$ cat config.mk
export PLATFORM = sky130hd
export DESIGN_NAME = kmer_path_to_bases
export DESIGN_NICKNAME = d
export VERILOG_FILES = /design/src/kptb_pkg.sv /design/src/kptb_overlap.sv /design/src/kmer_path_to_bases.sv
export SDC_FILE = /design/constraint.sdc
export NUM_CORES = 1
export LEC_CHECK = 0
export ABC_AREA = 1
export BUFFER_PORTS_ARGS = -buffer_cell sky130_fd_sc_hd__buf_2
export CAP_MARGIN = 20
export CORE_ASPECT_RATIO = 0.8
export CORE_MARGIN = 4
export CORE_UTILIZATION = 32
export CTS_CLUSTER_DIAMETER = 200
export DETAILED_ROUTE_END_ITERATION = 7
export MAX_ROUTING_LAYER = met4
export PLACE_DENSITY = 0.61
export SLEW_MARGIN = 10
export SYNTH_ARGS = -nofsm -noshare
export SYNTH_HDL_FRONTEND = slang
export SYNTH_SLANG_ARGS = --single-unit
$ cat constraint.sdc
create_clock -name clk -period 3.7 [get_ports clk]
set_clock_uncertainty 0.2 [all_clocks]
set_input_delay 0 -clock clk [delete_from_list [all_inputs] [get_ports clk]]
set_output_delay 0 -clock clk [all_outputs]
set_load 0.1 [all_outputs]
$ cat src/kptb_pkg.sv
// Package for the kmer path to bases block: kmer length, field widths and
// the packed payload types of the input and result channels. No dependencies.
`timescale 1ns / 1ps

package kptb_pkg;

  // Bases per kmer, two bits per base.
  localparam int BASES_PER_KMER = 5;
  localparam int KMER_W         = 2 * BASES_PER_KMER;

  localparam int STATE_W = 11;
  localparam int BASES_W = 10;
  localparam int COUNT_W = 3;
  localparam int POS_W   = 16;

  localparam logic [POS_W-1:0] POS_MAX = {POS_W{1'b1}};

  typedef logic [KMER_W-1:0]  kmer_t;
  typedef logic [COUNT_W-1:0] count_t;
  typedef logic [POS_W-1:0]   pos_t;

  typedef struct packed {
    logic signed [STATE_W-1:0] kmer_state;
    logic                      new_read;
  } kptb_in_t;

  typedef struct packed {
    logic [BASES_W-1:0] new_bases;
    count_t             new_count;
    pos_t               read_position;
  } kptb_out_t;

endpackage

$ cat src/kptb_overlap.sv
// Overlap finder: smallest shift at which the previous kmer's suffix equals
// the new kmer's prefix, or BASES_PER_KMER when none does. Uses kptb_pkg.
`timescale 1ns / 1ps

module kptb_overlap (
  input  kptb_pkg::kmer_t  prev_kmer,
  input  kptb_pkg::kmer_t  cur_kmer,
  output kptb_pkg::count_t shift
);

  always_comb begin
    kptb_pkg::kmer_t diff;
    shift = kptb_pkg::count_t'(kptb_pkg::BASES_PER_KMER);
    // Walk from the largest shift down so that the smallest match wins.
    for (int s = kptb_pkg::BASES_PER_KMER - 1; s >= 1; s--) begin
      diff = (prev_kmer << (2 * s)) ^ cur_kmer;
      if ((diff >> (2 * s)) == '0) begin
        shift = kptb_pkg::count_t'(s);
      end
    end
  end

endmodule

$ cat src/kmer_path_to_bases.sv
// Top level of the kmer path to bases block: input register, base emission
// logic with read state, and result register. Uses kptb_pkg and kptb_overlap.
`timescale 1ns / 1ps

// Usage:
//   The input channel (in_valid, in_ready, in_data) carries one decoded kmer
//   state per transaction; a negative kmer_state is a stay, and new_read
//   clears the read state before that transaction is handled. The result
//   channel (out_valid, out_ready, out_data) returns exactly one transaction
//   per input: the bases that the kmer adds, their count and the running
//   base position, which saturates at 65535.
//   An accepted transaction is held in the input register and then moves
//   into the result register, which drives out_valid and out_data. The
//   overlap compares all shifts in parallel, so one transaction is accepted
//   every cycle while the receiver keeps out_ready high.
//   When the receiver holds out_ready low, a full result register holds and
//   the input register takes at most one more transaction before in_ready
//   drops. The read state only advances when an item moves into the result
//   register, so stalls never disturb it.
//   Synchronous reset empties both registers and clears the read state.
module kmer_path_to_bases (
  input  logic                clk,
  input  logic                rst_n,
  input  logic                in_valid,
  output logic                in_ready,
  input  kptb_pkg::kptb_in_t  in_data,
  output logic                out_valid,
  input  logic                out_ready,
  output kptb_pkg::kptb_out_t out_data
);

  logic               in_valid_r;
  kptb_pkg::kptb_in_t in_data_r;
  logic                out_valid_r;
  kptb_pkg::kptb_out_t out_data_r;
  kptb_pkg::kptb_out_t out_data_nxt;

  kptb_pkg::kmer_t  prev_kmer_r, prev_kmer_nxt;
  logic             seen_first_r, seen_first_nxt;
  kptb_pkg::pos_t   pos_r, pos_nxt;

  logic             advance;
  logic             stay;
  kptb_pkg::kmer_t  kmer;
  kptb_pkg::kmer_t  prev_eff;
  logic             seen_eff;
  kptb_pkg::pos_t   pos_eff;
  kptb_pkg::count_t shift;

  // True when base pair i (counted from the tail) is among the emitted bases.
  function automatic logic count_ok(input int i, input kptb_pkg::count_t s);
    return i < int'(s);
  endfunction

  assign advance  = in_valid_r && (!out_valid_r || out_ready);
  assign in_ready = !in_valid_r || advance;

  assign stay = in_data_r.kmer_state[kptb_pkg::STATE_W-1];
  assign kmer = kptb_pkg::kmer_t'(in_data_r.kmer_state[kptb_pkg::KMER_W-1:0]);

  // A new read starts from the reset state.
  assign prev_eff = in_data_r.new_read ? '0 : prev_kmer_r;
  assign seen_eff = in_data_r.new_read ? 1'b0 : seen_first_r;
  assign pos_eff  = in_data_r.new_read ? '0 : pos_r;

  kptb_overlap u_overlap (
    .prev_kmer (prev_eff),
    .cur_kmer  (kmer),
    .shift     (shift)
  );

  always_comb begin
    logic [kptb_pkg::POS_W:0] sum;
    kptb_pkg::kmer_t          keep;
    sum            = {1'b0, pos_eff} + (kptb_pkg::POS_W + 1)'(shift);
    keep           = '0;
    for (int i = 0; i < kptb_pkg::BASES_PER_KMER; i++) begin
      if (count_ok(i, shift)) begin
        keep[2*i +: 2] = 2'b11;
      end
    end
    prev_kmer_nxt  = prev_eff;
    seen_first_nxt = seen_eff;
    pos_nxt        = pos_eff;
    out_data_nxt.new_bases = '0;
    out_data_nxt.new_count = '0;
    if (!stay) begin
      prev_kmer_nxt = kmer;
      if (!seen_eff) begin
        seen_first_nxt = 1'b1;
        out_data_nxt.new_bases = kptb_pkg::BASES_W'(kmer);
        out_data_nxt.new_count = kptb_pkg::count_t'(kptb_pkg::BASES_PER_KMER);
      end else begin
        out_data_nxt.new_bases = kptb_pkg::BASES_W'(kmer & keep);
        out_data_nxt.new_count = shift;
        pos_nxt = sum[kptb_pkg::POS_W] ? kptb_pkg::POS_MAX : sum[kptb_pkg::POS_W-1:0];
      end
    end
    out_data_nxt.read_position = pos_nxt;
  end

  always_ff @(posedge clk) begin
    if (!rst_n) begin
      in_valid_r   <= 1'b0;
      out_valid_r  <= 1'b0;
      prev_kmer_r  <= '0;
      seen_first_r <= 1'b0;
      pos_r        <= '0;
    end else begin
      if (in_ready) begin
        in_valid_r <= in_valid;
      end
      if (advance) begin
        out_valid_r  <= 1'b1;
        prev_kmer_r  <= prev_kmer_nxt;
        seen_first_r <= seen_first_nxt;
        pos_r        <= pos_nxt;
      end else if (out_ready) begin
        out_valid_r <= 1'b0;
      end
    end
  end

  always_ff @(posedge clk) begin
    if (in_valid && in_ready) begin
      in_data_r <= in_data;
    end
    if (advance) begin
      out_data_r <= out_data_nxt;
    end
  end

  assign out_valid = out_valid_r;
  assign out_data  = out_data_r;

  // The count never exceeds one kmer's worth of bases.
  a_count_range: assert property (@(posedge clk) disable iff (!rst_n)
    out_valid |-> out_data.new_count <= kptb_pkg::count_t'(kptb_pkg::BASES_PER_KMER))
    else $error("new_count above kmer length");

  // Nothing emitted means no base bits set.
  a_empty_bases: assert property (@(posedge clk) disable iff (!rst_n)
    out_valid && out_data.new_count == '0 |-> out_data.new_bases == '0)
    else $error("bases set with zero count");

  // A stay without a new read leaves the read state alone.
  a_stay_holds: assert property (@(posedge clk) disable iff (!rst_n)
    advance && stay && !in_data_r.new_read |=>
      prev_kmer_r == $past(prev_kmer_r) && pos_r == $past(pos_r)
      && seen_first_r == $past(seen_first_r))
    else $error("stay changed read state");

  // An empty result register never blocks the input side.
  a_ready_when_empty: assert property (@(posedge clk) disable iff (!rst_n)
    !out_valid_r |-> in_ready)
    else $error("input stalled with empty result register");

endmodule
-- Yosys cells after proc, flatten, opt, wreduce, memory -nomap -nowiden
Index checks and enable logic that the tools add are counted.
- add/subtract/negate cells: 1
- order comparisons: 5
- bitwise operators: 6
- reductions and logical operators: 12
- mux-type cells: 20
- operators by type and width (kind ; count):
    $mux W16 ; 4
    $logic_not A10 Y1 ; 4
    $xor A10 B10 Y10 ; 4
    $add A16 B3 Y17 ; 1
    $mux W8 ; 2
    $mux W13 ; 1
    $and A10 B10 Y10 ; 1
    $mux W2 ; 5
    $mux W3 ; 3
    $lt A1 B3 Y1 const A ; 2
    $lt A2 B3 Y1 const A ; 2
    $mux W1 ; 5
    $lt A3 B3 Y1 const A ; 1
    $logic_and A1 B1 Y1 ; 2
    $logic_not A1 Y1 ; 2
    $logic_or A1 B1 Y1 ; 2
    $reduce_bool A2 Y1 ; 1
    $reduce_or A2 Y1 ; 1
    $not A1 Y1 ; 1
- output and inout port bits: 31
- word-level logic and storage cells: 55
- input port bits: 16
- register bits: 68

-- Depth between registers and ports, before layout
- depth in word-level cells: 11
- depth in mapped cells: 23
- mapped depth without buffers: 21

-- Cells and area by module
Synthesis repeated with hierarchy kept, for this count alone.
- cell total of the unflattened synthesis: 487
- area total of the unflattened synthesis: 3771.1 sq um
- modules (own cells, without submodules) (module ; area each (sq um) ; cells an instance ; seq. area each (sq um) ; times used):
    kmer_path_to_bases ; 3353.2 ; 395 ; 1811.7 ; 1
    kptb_overlap ; 417.9 ; 92 ; 0.0 ; 1

-- Worst setup path before layout
Ideal clock, no wire load.
- path type: register -> register
- start: register out_valid_r (netlist: out_valid)
- end: register in_data_r[0] (netlist name) (enable)
- data arrival time: 2505 ps
- path buffers: 0
- setup slack: 697 ps
- clock period less this slack: 3003 ps
- cell stages (with the launch flop): 4
- path through: dfxtp_1 -> nand3_1 -> nand2_1 -> inv_1
- cells in the longest elaborated chain, start to end: 5
- RTL lines (what ; RTL line ; source):
    start: declaration ; kmer_path_to_bases.sv:34 ; logic out_valid_r;
    start signal: assignment ; kmer_path_to_bases.sv:105 ; out_valid_r <= 1'b0;
    start signal: assignment ; kmer_path_to_bases.sv:114 ; out_valid_r <= 1'b1;
    start signal: assignment ; kmer_path_to_bases.sv:119 ; out_valid_r <= 1'b0;
    $logic_not A1 Y1 ; kmer_path_to_bases.sv:55 ; assign advance = in_valid_r && (!out_valid_r || out_ready);
    $logic_or A1 B1 Y1 ; kmer_path_to_bases.sv:55 ;
    $logic_and A1 B1 Y1 ; kmer_path_to_bases.sv:55 ;
    $logic_or A1 B1 Y1 ; kmer_path_to_bases.sv:56 ; assign in_ready = !in_valid_r || advance;
    named net in_ready ; kmer_path_to_bases.sv:25 ; output logic in_ready,
    $logic_and A1 B1 Y1 ; kmer_path_to_bases.sv:125 ; if (in_valid && in_ready) begin
    end signal: assignment ; kmer_path_to_bases.sv:126 ; in_data_r <= in_data;
    end: declaration ; kmer_path_to_bases.sv:33 ; kptb_pkg::kptb_in_t in_data_r;
The timed path passes the listed nets, and every way through them passes these cells.
A chain may end at the register's enable or synchronous reset.

==> flow_summary.yaml <==
global_routing:
  grt_pass1_vias: 2746
  grt_max_degree: 31
  antenna_found_initial: 0
  grt.total_usage_pct: 13.6
  overflow: 0
  grt_pass1_wl_um: 13600
synth:
  synth_compound_area_share_pct: 8.37
  synthAdderAreaFrac_pct: 1.62
  syn-num-nets: 446
  netlist_top_cells_area: "edfxtp_1 (35%), dfxtp_1 (15%), nand2_1 (11%)"
  synth_area_um2: 3560
  avgSynthCellArea_um2: 8.36
  ys_types: 32
  synth_top_family_by_area: "simple AND/OR/NAND/NOR gates"
  synth-simple-area-share_pct: 29.5
  async_flop_share_pct: 0
  ys_ff_latch: 68
  synthMuxAreaShare_pct: 0
  yosys_warnings: 0
  yosys.area.top_type: "edfxtp_1"
  ys_seq_area_share_pct: 49.8
  synthesis.instances: 426
  synth_edf_count: 41
  synth_top_area_share_pct: 34.6
  synth.most_common_cell: "nand2_1"
  synth-xor-area-share_pct: 1.48
  netlist_top_cells_count: "nand2_1 (103), inv_1 (56), nor2_1 (48)"
  ys.flop_type: "edfxtp_1"
drt:
  routed_wl_um: 8070
  dr.pass1.iters: 5
  routed_via_density: 4.68
  via_count: 2986
  drc: 0
  wl_per_cell_um: 12.6
  postRouteAntennaNets: 0
  drtIter0Drc: 279
run:
  drv_cap: 0
place:
  gp_routability_congestion: 0.962
  port_buffers: 46
  dp_hpwl_um: 5660
timing:
  max_freq_mhz: 305
  hold_ws_ps: 179
  relSlewSlack_pct: 63.6
  post-route-period-util_pct: 88.5
  drv_slew: 0
  worstMarginPinSlew_ps: 546
  setup_viol: 0
  fin_setup_tns_ps: 0
  rsz0062_at_grt: "false"
  finalCriticalPeriod_ps: 3280
  finalHoldViolations: 0
worst_setup_path:
  r2r_end: "pos_r[5]$_SDFFE_PN0P_"
  cp-endpoint: "pos_r[5]$_SDFFE_PN0P_"
  cp-start-kind: "flop"
  r2r-start: "in_data_r[0]$_DFFE_PP_"
  endpoint_kind: "flop"
  worstPathArrival_ps: 3290
  crit_start: "in_data_r[0]$_DFFE_PP_"
  cp_max_fo: 20
  critical_path_class: "reg2reg"
  reg2reg_slack_ps: 420
  required_ps: 3720
  rr_worst_depth: 18
layout:
  layout.nets: 511
  syn2layout_area_growth_pct: 21.7
  num_antenna_cells: 0
  drive_above_1_share_pct: 20.4
  fill_cells: 1104
floorplanning:
  die-area_um2: 12900
  rows: 34
  core-area_um2: 10900
  start_util_pct: 32.7
  chipWidth_um: 126
  ios: 47
  die_y_um: 102
worst_hold_path:
  hold_class: "in2reg"
clock_network:
  clockRootBuffer: "clkbuf_16"
  cts_buffers: 9
  clock_latency_ps: 330
  clk_path_buf_depth: 2
  cts_tree: "done"
  clk_pin_slew_worst_paths_ps: 50
  cts_resized: 0
  htree_num_levels: 3
  cts_num_sinks: 68
status:
  status: "finished, final reports clean"
power:
  worst_ir_drop_vdd_mv: 0.153
  p_per_area_nw_per_um2: 447
  p_leak_nw: 2.01
## metal layers
layer | track usage (%) | wire length (um) | vias up
met2 | 19.2 | 3320 | 104
met4 | 4.95 | 159 | 0
met5 | - | 0 | -
met3 | 3.08 | 568 | 17
met1 | 19.2 | 4020 | 1364
li1 | - | - | 1501
## state kept, by name, indices dropped and copies added (netlist names)
| signal | flops |
|---|---|
| in_valid_r | 1 |
| prev_kmer_r | 8 |
| in_data_r | 12 |
| pos_r | 16 |
| out_valid | 1 |
| seen_first_r | 1 |
| out_data | 29 |
## layout make-up
type | count | area (um^2) | area share [%]
flip-flops and latches | 68 | 1770 | 40.9
multi-input cells | 284 | 1460 | 33.7
repair buffers | 67 | 430 | 9.94
clock buffers | 11 | 243 | 5.60
inverters | 61 | 234 | 5.40
well taps | 144 | 180 | 4.16
clock inverters | 3 | 15.0 | 0.347
## power breakdown
group / leakage, nW / total [mW] / switching, mW / internal [mW]
Combinational: 1.26 / 0.309 / 0.233 / 0.0751
Sequential: 0.616 / 0.882 / 0.0298 / 0.852
Clock: 0.131 / 0.744 / 0.284 / 0.459
## layout by cell type (no fill, tap or decap)
cell type      count
clkinv_1           1
nor2_4             4
inv_6              1
o21ai_0           26
xor2_1             6
clkbuf_1           1
nor2_2             7
nand2_1          103
nand3_1           26
inv_1             56
nand2_2            6
nand4_1            2
clkinv_2           3
nand4_2            1
dlygate4sd3_1     17
dfxtp_1           27
nand3_2           11
nand2_4            3
buf_2             46
nor2_1            48
nand3b_1           3
inv_2              3
a221oi_1           1
o21ai_1            6
edfxtp_1          41
fa_1               1
a21oi_1           22
buf_4              4
clkbuf_16          9
nand3_4            2
ha_1               3
a31oi_1            3
clkbuf_8           1
## through the flow
stage	cells	total power, mW	cell area (um^2)	setup WS, ps	util (%)
after CTS	638	1.96	4330	442	39.8
after global routing	638	2.03	4330	57.5	39.8
after global placement	607	1.19	3900	557	35.8
after floorplan	426	1.13	3560	697	-
after detailed placement	607	1.19	3900	478	35.8
final	638	1.93	4330	424	39.8
## critical path: stages (launching register included)
cell	delay, ps
edfxtp_1	440
inv_6	220
nand2_2	130
nand2_1	80
nand2_1	50
nor2_1	130
nand3_1	140
nand2_1	150
nand2_1	70
ha_1	230
fa_1	380
nand2_1	100
nand2_1	100
nand3_4	120
nor2_4	60
nand2_4	180
nand3_1	170
o21ai_1	170
inv_1	50
## how the worst min path moves through the flow
stage / depth (start not counted) / startpoint / end
6_report: 2 / in_data[2] / in_data_r[2]$_DFFE_PP_
5_1_grt: 2 / in_data[3] / in_data_r[3]$_DFFE_PP_
2_1_floorplan: 0 / in_data[0] / in_data_r[0]$_DFFE_PP_
3_3_place_gp: 1 / in_data[2] / in_data_r[2]$_DFFE_PP_
4_1_cts: 2 / in_data[2] / in_data_r[2]$_DFFE_PP_
3_5_place_dp: 1 / in_data[2] / in_data_r[2]$_DFFE_PP_
## what timing repair did
action / CTS / global route
hold buffers: 17 / 0
hold endpoints to repair: 30 / 0
buffers inserted: 0 / 0
## kinds of logic after synthesis
| group | count (synthesis) |
|---|---|
| AOI/OAI and AO/OA | 58 |
| xor gates and xnor gates | 6 |
| buffers and inverters | 74 |
| adders and majority gates | 4 |
| and+or+nand+nor | 216 |
| DFF | 68 |
Note: power is estimated with default switching activity, not from simulation.
